### src/design/atcw_pkg.sv
// Shared constants and types for the ANSI text console writer.
package atcw_pkg;

  localparam int COLUMNS_DEF = 80;
  localparam int ROWS_DEF    = 25;

  localparam logic [7:0]  DEFAULT_ATTR_RST = 8'd15;
  localparam logic [31:0] PALETTE_RST      = 32'd4082229824;

  localparam logic REG_DEFAULT_ATTR = 1'b0;
  localparam logic REG_PALETTE      = 1'b1;

  localparam logic [7:0] CH_ESC  = 8'h1B;
  localparam logic [7:0] CH_NL   = 8'h0A;
  localparam logic [7:0] CH_PCT  = 8'h25;
  localparam logic [7:0] CH_LBRK = 8'h5B;
  localparam logic [7:0] CH_M    = 8'h6D;
  localparam logic [7:0] CH_0    = 8'h30;
  localparam logic [7:0] CH_9    = 8'h39;

  localparam logic [6:0] SGR_RESET = 7'd0;
  localparam logic [6:0] SGR_FG_LO = 7'd30;
  localparam logic [6:0] SGR_FG_HI = 7'd37;
  localparam logic [6:0] SGR_MAX   = 7'd99;
  localparam logic [7:0] ATTR_HI_MASK = 8'hF0;

  typedef enum logic [3:0] {
    MODE_TEXT = 4'b0001,
    MODE_ESC  = 4'b0010,
    MODE_CSI  = 4'b0100,
    MODE_PCT  = 4'b1000
  } mode_t;

endpackage

### src/design/ansi_text_console_writer.sv
// ANSI text console writer: escape parser, cursor tracking and result queue.
//
// One character word is taken per clock unless input is stalled. Parsing,
// the attribute update and the cursor step (two chained cursor steps for
// a lone ESC followed by a character other than [, ESC or %) are done
// combinationally between the input and a three-entry result queue. A word
// yields zero, one or two result words; with the output side taking a word
// each cycle, input runs at one word per clock until words that yield two
// results fill the queue. Input stalls only when more than one result is
// still waiting after this cycle's output transfer. The cursor is kept as
// a linear index plus a column count, so newlines and wrap need only adds
// and compares. There is no clearing pass; the block accepts input from
// the first cycle after reset.
module ansi_text_console_writer #(
  parameter int COLUMNS = atcw_pkg::COLUMNS_DEF,
  parameter int ROWS    = atcw_pkg::ROWS_DEF,
  localparam int CW     = ($clog2(COLUMNS * ROWS) > 0) ? $clog2(COLUMNS * ROWS) : 1
) (
  input  logic          clk,
  input  logic          rst,
  input  logic          in_valid,
  output logic          in_stall,
  input  logic [7:0]    char_code,
  input  logic          message_start,
  output logic          out_valid,
  input  logic          out_stall,
  output logic          cell_write,
  output logic [CW-1:0] cell_index,
  output logic [7:0]    glyph,
  output logic [7:0]    attribute,
  output logic          screen_clear,
  output logic [CW-1:0] cursor_index,
  input  logic          psel,
  input  logic          penable,
  input  logic          pwrite,
  input  logic [2:0]    paddr,
  input  logic [31:0]   pwdata,
  output logic [31:0]   prdata,
  output logic          pready
);
  import atcw_pkg::*;

  localparam int LIMIT = COLUMNS * ROWS;
  localparam int COLW  = ($clog2(COLUMNS) > 0) ? $clog2(COLUMNS) : 1;

  typedef struct packed {
    logic          cell_write;
    logic [CW-1:0] cell_index;
    logic [7:0]    glyph;
    logic [7:0]    attribute;
    logic          screen_clear;
    logic [CW-1:0] cursor_index;
  } res_t;

  typedef struct packed {
    res_t            res;
    logic [CW-1:0]   cur;
    logic [COLW-1:0] col;
  } put_t;

  function automatic put_t put_char(input logic [7:0] c, input logic [CW-1:0] cur,
                                    input logic [COLW-1:0] col, input logic [7:0] attr);
    put_t            p;
    logic            nl;
    logic            clr;
    logic [CW:0]     nxt;
    logic [COLW-1:0] ncol;
    nl = (c == CH_NL);
    p.res.cell_write = !nl;
    p.res.cell_index = nl ? '0 : cur;
    p.res.glyph      = nl ? 8'd0 : c;
    p.res.attribute  = nl ? 8'd0 : attr;
    if (nl) begin
      nxt  = (CW+1)'(cur) - (CW+1)'(col) + (CW+1)'(COLUMNS);
      ncol = '0;
    end else begin
      nxt  = (CW+1)'(cur) + 1'b1;
      ncol = (col == COLW'(COLUMNS - 1)) ? '0 : col + 1'b1;
    end
    clr = (nxt >= (CW+1)'(LIMIT));
    p.cur = clr ? '0 : nxt[CW-1:0];
    p.col = clr ? '0 : ncol;
    p.res.screen_clear = clr;
    p.res.cursor_index = p.cur;
    return p;
  endfunction

  // configuration registers
  logic [7:0]  default_attr;
  logic [31:0] palette;

  assign pready = 1'b1;

  always_ff @(posedge clk) begin
    if (rst) begin
      default_attr <= DEFAULT_ATTR_RST;
      palette      <= PALETTE_RST;
    end else if (psel && penable && pwrite && pready) begin
      case (paddr[2])
        REG_DEFAULT_ATTR: default_attr <= pwdata[7:0];
        REG_PALETTE:      palette      <= pwdata;
        default: ;
      endcase
    end
  end

  always_comb begin
    case (paddr[2])
      REG_DEFAULT_ATTR: prdata = {24'd0, default_attr};
      REG_PALETTE:      prdata = palette;
      default:          prdata = '0;
    endcase
  end

  // parser and cursor state
  mode_t           mode, mode_next;
  logic [6:0]      sgr, sgr_next;
  logic [7:0]      attr, attr_next;
  logic [CW-1:0]   cursor, cursor_next;
  logic [COLW-1:0] col, col_next;

  // result queue
  res_t       q [3];
  res_t       q_next [3];
  logic [1:0] cnt, cnt_next;

  logic       pop, acc;
  logic [1:0] rem, n;
  res_t       r0, r1;
  mode_t      mode_eff;
  logic [6:0] sgr_eff;
  logic [7:0] attr_eff;
  logic [9:0] prod;
  logic [2:0] fg_idx;
  put_t       p1, p2;
  logic [1:0] wi;

  assign out_valid = (cnt != 2'd0);
  assign pop       = out_valid && !out_stall;
  assign rem       = cnt - 2'(pop);
  assign in_stall  = (rem > 2'd1);
  assign acc       = in_valid && !in_stall;

  always_comb begin
    mode_eff = message_start ? MODE_TEXT : mode;
    sgr_eff  = message_start ? SGR_RESET : sgr;
    attr_eff = message_start ? default_attr : attr;
    mode_next   = mode_eff;
    sgr_next    = sgr_eff;
    attr_next   = attr_eff;
    cursor_next = cursor;
    col_next    = col;
    n  = 2'd0;
    r0 = '0;
    r1 = '0;
    prod   = 10'(sgr_eff) * 10'd10 + 10'(char_code - CH_0);
    fg_idx = 3'(sgr_eff - SGR_FG_LO);
    p1 = put_char(char_code, cursor, col, attr_eff);
    p2 = p1;
    case (mode_eff)
      MODE_ESC: begin
        if (char_code == CH_LBRK) begin
          mode_next = MODE_CSI;
          sgr_next  = SGR_RESET;
        end else begin
          p1 = put_char(CH_ESC, cursor, col, attr_eff);
          r0 = p1.res;
          n  = 2'd1;
          cursor_next = p1.cur;
          col_next    = p1.col;
          if (char_code == CH_ESC) begin
            mode_next = MODE_ESC;
          end else if (char_code == CH_PCT) begin
            mode_next = MODE_PCT;
          end else begin
            mode_next = MODE_TEXT;
            p2 = put_char(char_code, p1.cur, p1.col, attr_eff);
            r1 = p2.res;
            n  = 2'd2;
            cursor_next = p2.cur;
            col_next    = p2.col;
          end
        end
      end
      MODE_CSI: begin
        if (char_code inside {[CH_0:CH_9]}) begin
          sgr_next = (prod > 10'(SGR_MAX)) ? SGR_MAX : prod[6:0];
        end else if (char_code == CH_M) begin
          mode_next = MODE_TEXT;
          sgr_next  = SGR_RESET;
          if (sgr_eff == SGR_RESET) begin
            attr_next = default_attr;
          end else if (sgr_eff inside {[SGR_FG_LO:SGR_FG_HI]}) begin
            attr_next = (attr_eff & ATTR_HI_MASK) | {4'd0, palette[{fg_idx, 2'b00} +: 4]};
          end
        end else begin
          sgr_next = SGR_RESET;
          if (char_code == CH_ESC) begin
            mode_next = MODE_ESC;
          end else if (char_code == CH_PCT) begin
            mode_next = MODE_PCT;
          end else begin
            mode_next = MODE_TEXT;
            r0 = p1.res;
            n  = 2'd1;
            cursor_next = p1.cur;
            col_next    = p1.col;
          end
        end
      end
      MODE_PCT: begin
        mode_next = MODE_TEXT;
        if (char_code == CH_PCT) begin
          r0 = p1.res;
          n  = 2'd1;
          cursor_next = p1.cur;
          col_next    = p1.col;
        end
      end
      default: begin
        if (char_code == CH_ESC) begin
          mode_next = MODE_ESC;
        end else if (char_code == CH_PCT) begin
          mode_next = MODE_PCT;
        end else begin
          mode_next = MODE_TEXT;
          r0 = p1.res;
          n  = 2'd1;
          cursor_next = p1.cur;
          col_next    = p1.col;
        end
      end
    endcase
  end

  always_comb begin
    q_next = q;
    wi     = {1'b0, rem[0]};
    if (pop) begin
      q_next[0] = q[1];
      q_next[1] = q[2];
    end
    if (acc) begin
      if (n != 2'd0) begin
        q_next[wi] = r0;
      end
      if (n == 2'd2) begin
        q_next[wi + 2'd1] = r1;
      end
    end
    cnt_next = rem + (acc ? n : 2'd0);
  end

  always_ff @(posedge clk) begin
    if (rst) begin
      mode   <= MODE_TEXT;
      sgr    <= SGR_RESET;
      attr   <= DEFAULT_ATTR_RST;
      cursor <= '0;
      col    <= '0;
      cnt    <= 2'd0;
    end else begin
      cnt <= cnt_next;
      if (acc) begin
        mode   <= mode_next;
        sgr    <= sgr_next;
        attr   <= attr_next;
        cursor <= cursor_next;
        col    <= col_next;
      end
    end
  end

  always_ff @(posedge clk) begin
    q <= q_next;
  end

  assign cell_write   = q[0].cell_write;
  assign cell_index   = q[0].cell_index;
  assign glyph        = q[0].glyph;
  assign attribute    = q[0].attribute;
  assign screen_clear = q[0].screen_clear;
  assign cursor_index = q[0].cursor_index;

  a_clear_homes: assert property (@(posedge clk) disable iff (rst)
    out_valid && screen_clear |-> cursor_index == '0)
    else $error("screen clear without cursor at home");

  a_newline_blank: assert property (@(posedge clk) disable iff (rst)
    out_valid && !cell_write |-> cell_index == '0 && glyph == 8'd0 && attribute == 8'd0)
    else $error("newline word carries cell data");

  a_cursor_step: assert property (@(posedge clk) disable iff (rst)
    out_valid && cell_write && !screen_clear
      |-> (CW+1)'(cursor_index) == (CW+1)'(cell_index) + 1'b1)
    else $error("cursor did not advance by one cell");

  a_cursor_range: assert property (@(posedge clk) disable iff (rst)
    (CW+1)'(cursor) < (CW+1)'(LIMIT))
    else $error("cursor beyond screen");

endmodule
### config.mk
export PLATFORM = sky130hd
export DESIGN_NAME = ansi_text_console_writer
export DESIGN_NICKNAME = d
export VERILOG_FILES = /design/src/design/atcw_pkg.sv /design/src/design/ansi_text_console_writer.sv
export SDC_FILE = /design/constraint.sdc
export NUM_CORES = 1
export LEC_CHECK = 0
export ABC_AREA = 1
export BUFFER_PORTS_ARGS = -buffer_cell sky130_fd_sc_hd__buf_4
export CAP_MARGIN = 5
export CORE_MARGIN = 2
export CORE_UTILIZATION = 45
export DETAILED_ROUTE_END_ITERATION = 7
export HOLD_SLACK_MARGIN = 0.1
export SLEW_MARGIN = 25
export SYNTH_ARGS = -nofsm -noshare
export SYNTH_HDL_FRONTEND = slang
export SYNTH_SLANG_ARGS = --single-unit
### constraint.sdc
create_clock -name clk -period 8.74 [get_ports clk]
set_input_delay 0.874 -clock clk [delete_from_list [all_inputs] [get_ports clk]]
set_output_delay 0.874 -clock clk [all_outputs]
set_load 0.03 [all_outputs]
==> results.json <==
{
  "outcome": "completed",
  "synthDominantCellAreaShare": 0.229,
  "synth_seq_cells": 199,
  "place_congestion": 0.998,
  "synth_area_leader_cell": "dfxtp_1",
  "clockRootBuffer": "clkbuf_16",
  "slew_viol_final": 0,
  "dr.first_iter.drc_count": 1346,
  "htree_levels": 4,
  "routed_wl_um": 42400,
  "wl_per_cell_um": 17.3,
  "stdcell_count": 2445,
  "grt_pass1_wl_um": 68700,
  "viasPerCell": 5.57,
  "insertion_delay_ns": 0.46,
  "holdBufCountCts": 0,
  "synth_mux_area_frac": 0.00289,
  "clockBufferDepth": 2,
  "criticalPathCategory": "register to register",
  "cts_resized": 0,
  "core_sq_um": 30500,
  "synthAdderAreaFrac": 0.0680,
  "dieWidth_um": 180,
  "diodes": 0,
  "synth_enable_flop_cells": 40,
  "synth_commonest_cells": "nand2_1, inv_1, o21ai_0, dfxtp_1, nor2_1",
  "syn_avg_cell_area_sq_um": 6.85,
  "cp-start-kind": "register",
  "synthArstFlopShare": 0,
  "grt_setup_unrepaired": "false",
  "synth_area_leaders": "dfxtp_1, nand2_1, edfxtp_1, o21ai_0, inv_1",
  "arrival_ns": 5.96,
  "r2r_slack_ns": 3.10,
  "whs_endpoint": "attr[6]",
  "synth_compound_area_frac": 0.229,
  "yosysMostFrequentCell": "nand2_1",
  "start_util": 0.455,
  "placed_cells": 2413,
  "skew_ns": 0.0171,
  "grt-ovfl-total": 0,
  "synth_nets": 2149,
  "relSlewSlack": 0.350,
  "cp_slowest_stage_delay_ns": 0.57,
  "rows": 64,
  "grt_pass1_vias": 12560,
  "cts_tree": "built",
  "power_leakage_nw": 7.05,
  "hold_path_class": "register to register",
  "cts_buffers": 17,
  "ys_seq_area_frac": 0.316,
  "cts.sinks": 199,
  "rr_startpoint": "cursor[1]",
  "nets": 2160,
  "fin_crit_sh": 0.646,
  "maxCapViolations": 0,
  "yosys.area_share.simple": 0.236,
  "final_util": 0.502,
  "synth_cell_type_count": 50,
  "worst_pin_slew_ns": 0.973,
  "synth_top_family_by_area": "simple AND/OR/NAND/NOR gates",
  "fmax_mhz": 177,
  "grt_max_degree": 83,
  "max-vdd-ir-drop_uv": 162,
  "area_growth_pct": 10.3,
  "dpl_cell_area_sq_um": 14700,
  "synth_cells": 2025,
  "crit_slowest_cell": "dfxtp_1",
  "synth_warnings": 0,
  "synth_xor_area_frac": 0.0177,
  "numPortBuffers": 122,
  "r2r-end": "q[45]",
  "holdCritStartpoint": "attr[6]",
  "final_area_sq_um": 15300,
  "clk_pin_slew_worst_paths_ns": 0.07,
  "place_hpwl_um": 29600,
  "reg2reg_depth": 28,
  "dieArea_sq_um": 32200,
  "die_h_um": 180,
  "hold_ws_ns": 0.465,
  "crit_required_ns": 9.06,
  "setup-violations-final": 0,
  "drc_errors": 0,
  "grtUsageTotal": 0.262,
  "post-cts-setup-buffer-count": 0,
  "hold_violations": 0,
  "drive_above_1_share": 0.128,
  "syn_area_sq_um": 13900,
  "antenna_found_initial": 0,
  "power_density_nw_per_um2": 276,
  "tns_ns": 0,
  "cp_common_cell": "nand2_1",
  "ioPinCount": 126,
  "postRouteAntennaNets": 0,
  "crit_fanout": 20,
  "hold-path-cell-count": 2,
  "drt_first_pass_iters": 5,
  "fin_crit_ns": 5.64,
  "synthFlopType": "dfxtp_1",
  "crit_path_end_kind": "register",
  "via_count": 13619
}
layout make-up:
type	instances	area [sq um]
Timing Repair Buffer	137	1030
Clock buffer	22	495
Clock inverter	10	138
Tap cell	396	495
Inverter	278	1040
Fill cell	3063	15200
Multi-Input combinational cell	1403	7720
Sequential cell	199	4380
worst max-delay path by stage:
stage,to,start,cells after the start,slack (ns)
after floorplan,register,out_stall,9,2.20
after global placement,cursor[7],cursor[1],28,3.33
after detailed placement,cursor[8],cursor[1],28,3.25
after global routing,q[45],cursor[1],28,2.62
after CTS,cursor[8],cursor[1],28,3.24
final,q[45],cursor[1],28,3.10
per-layer routing:
metal	GRT usage	vias up	part of all wire
li1	-	6757	-
met5	0	-	0
met2	0.388	496	0.42
met1	0.394	6322	0.48
met3	0.0448	44	0.080
met4	0.0641	0	0.016
cells in the final DEF (no fill, tap or decap), types with 18 or more instances in the layout:
| cell | count |
|---|---|
| clkbuf_16 | 18 |
| nand3_1 | 109 |
| nor2_1 | 149 |
| inv_2 | 21 |
| o21ai_0 | 227 |
| nand2_1 | 390 |
| xor2_1 | 19 |
| buf_4 | 137 |
| dfxtp_1 | 159 |
| o211ai_1 | 83 |
| a31oi_1 | 23 |
| ha_1 | 69 |
| inv_1 | 253 |
| a21oi_1 | 146 |
| edfxtp_1 | 40 |
| o31ai_1 | 20 |
critical path, delay by kind of cell, from the launching register on:
| family | cells | cell delay, ns |
|---|---|---|
| flops | 1 | 0.57 |
| xor+xnor | 1 | 0.13 |
| buf+inv | 1 | 0.05 |
| compound gates | 3 | 0.40 |
| simple gates | 19 | 3.07 |
| fa+ha+maj | 4 | 1.26 |
through the flow:
| stage | total power [mW] | worst slack, ns |
|---|---|---|
| floorplan | 2.91 | 2.20 |
| global placement | 3.32 | 3.33 |
| detailed placement | 3.35 | 3.25 |
| CTS | 4.23 | 3.24 |
| global route | 4.55 | 2.62 |
| finish | 4.22 | 3.10 |
cells by family after synthesis:
family                   after synthesis
buffers and inverters                423
AND/OR/NAND/NOR                      742
AO/OA/AOI/OAI                        555
adder cells (fa/ha/maj)               73
other                                  1
flip-flops                           199
multiplexers                           4
XOR/XNOR                              28
power breakdown:
part / internal, mW / switching [mW]
Sequential: 1.17 / 0.115
Combinational: 0.742 / 1.33
Clock: 0.492 / 0.374
Power figures use the tool's default switching activity.
